`src/rtl/core/assert_macros.svh`:
```
// Assertion macros shared by the RTL of the butterfly tile transform.
// Depends on nothing; the including module supplies i_clk and i_rst_n.
`ifndef ASSERT_MACROS_SVH
`define ASSERT_MACROS_SVH
`ifndef SYNTH
// checked only out of reset
`define BTTU_ASSERT(lbl, prop, msg) \
    lbl: assert property (@(posedge i_clk) disable iff (!i_rst_n) prop) else $error(msg);
// checked on every edge, reset included
`define BTTU_ASSERT_ALWAYS(lbl, prop, msg) \
    lbl: assert property (@(posedge i_clk) prop) else $error(msg);
`else
`define BTTU_ASSERT(lbl, prop, msg)
`define BTTU_ASSERT_ALWAYS(lbl, prop, msg)
`endif
`endif

```
`src/rtl/core/bttu_pkg.sv`:
```
// Shared types, codes and fixed-point helpers of the butterfly tile transform.
// Depends on nothing.
package bttu_pkg;

    localparam int DW   = 32;   // Q4.27 word
    localparam int FRAC = 27;
    localparam int XW   = 17;   // raw vector address before wrap
    localparam int NTILE = 4;

    // request codes
    localparam logic [1:0] F_WR_TILE = 2'd0;
    localparam logic [1:0] F_WR_VEC  = 2'd1;
    localparam logic [1:0] F_COMP    = 2'd2;

    // kernel codes
    localparam logic [2:0] K_TL  = 3'd0;
    localparam logic [2:0] K_BL  = 3'd1;
    localparam logic [2:0] K_TR  = 3'd2;
    localparam logic [2:0] K_TRT = 3'd3;
    localparam logic [2:0] K_BR  = 3'd4;
    localparam logic [2:0] K_TOP = 3'd5;
    localparam logic [2:0] K_BTM = 3'd6;

    // register indexes
    localparam logic [2:0] R_KERNEL = 3'd0;
    localparam logic [2:0] R_LEVEL  = 3'd1;
    localparam logic [2:0] R_SIZE_N = 3'd2;
    localparam logic [2:0] R_ROWSEG = 3'd3;
    localparam logic [2:0] R_COLSEG = 3'd4;
    localparam logic [2:0] R_HERM   = 3'd5;
    localparam logic [2:0] R_DIAG   = 3'd6;
    localparam logic [2:0] R_CONJ   = 3'd7;

    // datapath modes
    localparam logic [1:0] M_TWO   = 2'd0;
    localparam logic [1:0] M_TRANS = 2'd1;
    localparam logic [1:0] M_PLAIN = 2'd2;

    typedef struct packed {
        logic signed [DW-1:0] re;
        logic signed [DW-1:0] im;
    } t_cplx;

    typedef struct packed {
        logic       res;    // item gives a result
        logic       vw;     // vector write
        logic [1:0] mode;
        logic [2:0] kern;
        logic [4:0] orow;
        logic [4:0] ocol;
    } t_ctl;

    localparam logic signed [39:0] SAT_HI = 40'sd2147483647;
    localparam logic signed [39:0] SAT_LO = -40'sd2147483648;

    function automatic logic signed [DW-1:0] sat32(input logic signed [39:0] x);
        logic signed [DW-1:0] r;
        if (x > SAT_HI) begin
            r = SAT_HI[DW-1:0];
        end else if (x < SAT_LO) begin
            r = SAT_LO[DW-1:0];
        end else begin
            r = x[DW-1:0];
        end
        return r;
    endfunction

endpackage

```
`src/rtl/core/bttu_vmod.sv`:
```
// Vector address wrap: x mod VEC_DEPTH by reciprocal multiply, two stages.
// Depends on bttu_pkg.
module bttu_vmod #(
    parameter int VEC_DEPTH = 4096
) (
    input  logic                          i_clk,
    input  logic                          i_en_q,
    input  logic                          i_en_r,
    input  logic [bttu_pkg::XW-1:0]       i_xl,
    input  logic [bttu_pkg::XW-1:0]       i_xr,
    output logic [$clog2(VEC_DEPTH)-1:0]  o_al,
    output logic [$clog2(VEC_DEPTH)-1:0]  o_ar
);
    import bttu_pkg::*;

    localparam int VAW = $clog2(VEC_DEPTH);
    localparam int SH  = 34;   // exact quotient for x < 2^17
    localparam logic [34:0] MAGIC = 35'(((64'd1 << SH) / VEC_DEPTH) + 64'd1);

    logic [XW-1:0] r_xl, r_xr, r_ql, r_qr;
    logic [XW-1:0] rem_l, rem_r;
    logic [VAW-1:0] r_al, r_ar;

    always_ff @(posedge i_clk) begin
        if (i_en_q) begin
            r_xl <= i_xl;
            r_xr <= i_xr;
            r_ql <= XW'((52'(i_xl) * 52'(MAGIC)) >> SH);
            r_qr <= XW'((52'(i_xr) * 52'(MAGIC)) >> SH);
        end
    end

    assign rem_l = r_xl - XW'(r_ql * XW'(VEC_DEPTH));
    assign rem_r = r_xr - XW'(r_qr * XW'(VEC_DEPTH));

    always_ff @(posedge i_clk) begin
        if (i_en_r) begin
            r_al <= VAW'(rem_l);
            r_ar <= VAW'(rem_r);
        end
    end

    assign o_al = r_al;
    assign o_ar = r_ar;
endmodule
```
`config.mk`:
```
export PLATFORM = sky130hd
export DESIGN_NAME = bttu_vmod
export DESIGN_NICKNAME = d
export VERILOG_FILES = /design/src/rtl/core/assert_macros.svh /design/src/rtl/core/bttu_pkg.sv /design/src/rtl/core/bttu_vmod.sv
export SDC_FILE = /design/constraint.sdc
export NUM_CORES = 1
export LEC_CHECK = 0
export ABC_AREA = 1
export BUFFER_PORTS_ARGS = -buffer_cell sky130_fd_sc_hd__buf_2
export CAP_MARGIN = 20
export CORE_MARGIN = 2
export CORE_UTILIZATION = 45
export CTS_CLUSTER_SIZE = 40
export DETAILED_ROUTE_END_ITERATION = 16
export PLACE_DENSITY_LB_ADDON = 0.25
export SLEW_MARGIN = 25
export SYNTH_ARGS = -nofsm -noshare
export SYNTH_HDL_FRONTEND = slang
export SYNTH_SLANG_ARGS = --single-unit
```
`constraint.sdc`:
```
create_clock -name i_clk -period 0.8 [get_ports i_clk]
set_input_delay 0.08 -clock i_clk [delete_from_list [all_inputs] [get_ports i_clk]]
set_output_delay 0.08 -clock i_clk [all_outputs]
set_load 0.005 [all_outputs]
```
==> impl_metrics.csv <==
group,metric,value,unit
status,status,"complete, but fails checks",
status,violations,"negative setup slack",
timing,drv_slew,0,
finish,finalNonFillerCells,177,
critical_path,crit_type,"reg2out",
yosys,syn_avg_cell_area,30.03,µm²
power,vdd_drop_max,1693,µV
finish,syn_to_final_growth,46.18,%
die,io_pins,61,
flow_run,maxCapViolCount,0,
global_route,grt_overflow_total,0,
finish,multi_input_area,0,µm²
die,initial_core_util,47.21,%
clock_tree,path_clk_slew,130,ps
yosys,synth_nets,85,
power,seq_power_share,68.6,%
timing,fin_ws,-152.8,ps
clock_tree,post-cts-setup-buffers,0,
drt,wire_per_inst,11.17,µm
clock_tree,cts_buffer_depth,2,
critical_path,cp_slowest_cell,"edfxtp_1",
critical_path,path_cells,"buf_2",
timing,skew,4.688,ps
placed_design,dp_cells,145,
power,power_density,2086,nW/µm²
clock_tree,root_buffer,"clkbuf_4",
placed_design,portBuffers,50,
die,die_y,60.60,µm
finish,final_area,2107,µm²
power,p_comb_share,7.2,%
clock_tree,clock_latency,340,ps
drt,viasPerCell,4.169,
timing,hold_violations,0,
power,internal_power,3.530,mW
drt,drt_iter0_markers,12,
timing,worst_pin_slew,133.3,ps
die,fp-row-count,20,
drt,wirelength,1.977,mm
critical_path,startpoint_type,"flop",
drt,drc,0,
yosys,yosysUniqueCellTypes,1,
critical_path,worstPathRequired,720,ps
timing,max_freq,1050,MHz
finish,fin_util,69.02,%
yosys,yosys_warnings,0,
timing,slew_headroom,91.12,%
clock_tree,htreeDepth,2,
finish,drive_above_1_share,45.86,%
global_route,grt_pass1_vias,748,
finish,n_antenna_cell,0,
placed_design,placed_cell_area,1807,µm²
global_route,grt_max_degree,25,
finish,final_cell_mix,"50 x buf_2, 48 x edfxtp_1, 24 x dlygate4sd3_1",
die,chipWidth,60.60,µm
die,die_area,3672,µm²
global_route,grt_pass1_wl,3.042,mm
timing,period_needed,952.8,ps
timing,finalSetupViolations,24,
drt,detail-route-antenna-nets,0,
critical_path,crit_fanout,1,
power,p_sw_share,19.68,%
clock_tree,cts_buffers,5,
timing,rsz0062_at_grt,"yes",
timing,post-route-period-util,119.1,%
finish,multi_input_comb_cells,0,
global_route,antenna_found_initial,0,
critical_path,cp.arrival,870,ps
power,clockPowerShare,24.2,%
critical_path,slowest_delay,390,ps
yosys,ys_seq_elements,48,
placed_design,gp_congestion,0.6856,
yosys,synth_seq_area_share,100.0,%
clock_tree,clock-sinks,48,
finish,mostFrequentLayoutCell,"buf_2",
global_route,grt_use_total,12.51,%
die,core,3053,µm²
power,switching_power,0.8652,mW
critical_path,endpoint_kind,"primary output",
critical_path,crit_buf_inv,1,
power,p_leak,0.8305,nW
timing,fin_tns_setup,-3182,ps
finish,num-nets-final,169,
critical_path,crit_family,"flip-flops",
worst_hold_path,holdCritPathClass,"in2reg",
drt,num_vias,738,
yosys,netlist_instances,48,
yosys,syn_area,1441,µm²
clock_tree,cts_tree,"built",
drt,firstDrtPassIters,3,
[routing by layer]
layer	up-vias	wire (µm)	GRT usage, %
met5	-	0	0
met4	0	38	5.590
met3	5	121	5.757
met2	34	1261	25.04
met1	337	556	9.735
li1	362	-	-
[state kept, by name (all words and copies together) (netlist names)]
signal,cells
r_xl,12
o_ar,12
o_al,12
r_xr,12
[area by class of cell]
cell class              instances  area (µm²)
repair buffers                 77       550.5
flip-flops and latches         48        1441
well taps                      44       55.05
clock buffers                   5       37.54
fillers                       201       945.9
clock inverters                 3       22.52
[metrics by stage]
step	power [mW]	hold slack, ps	worst slack (ps)
CTS	4.443	116.1	-192.3
floorplan	3.084	178.9	211.2
finish	4.395	133.9	-152.8
detailed placement	3.305	258.1	137.1
global placement	3.293	256.7	136.0
global route	4.606	105.2	-252.0
[synthesized netlist by cell type (all sizes together)]
cell     n  area (µm²)
edfxtp  48        1441
[power by group through the flow]
stage	logic, mW	clock network [mW]	registers (mW)
5_1_grt	0.351	1.22	3.04
3_3_place_gp	0.225	0	3.07
2_1_floorplan	0	0	3.08
4_1_cts	0.319	1.11	3.02
6_report	0.318	1.06	3.02
3_5_place_dp	0.230	0	3.08
[worst paths after layout]
check,startpoint,endpoint,slack [ps],depth (start not counted)
setup reg to reg,r_xl[2]$_DFFE_PP_,o_al[2]$_DFFE_PP_,160,0
hold reg to reg,r_xr[10]$_DFFE_PP_,o_ar[10]$_DFFE_PP_,430,0
setup / recovery,o_al[8]$_DFFE_PP_,o_al[8],-150,1
hold / removal,i_en_q,r_xr[3]$_DFFE_PP_,130,2
[timing repair]
item	4_1_cts	5_1_grt
gates resized for setup	0	0
hold endpoints to repair	24	0
endpoints found under the setup margin	24	24
gates cloned	0	0
hold buffers	24	0
[cell families after synthesis]
group	count (synthesis)	synth area share [%]
flops	48	100.0
(Power assumes the default switching activity.)
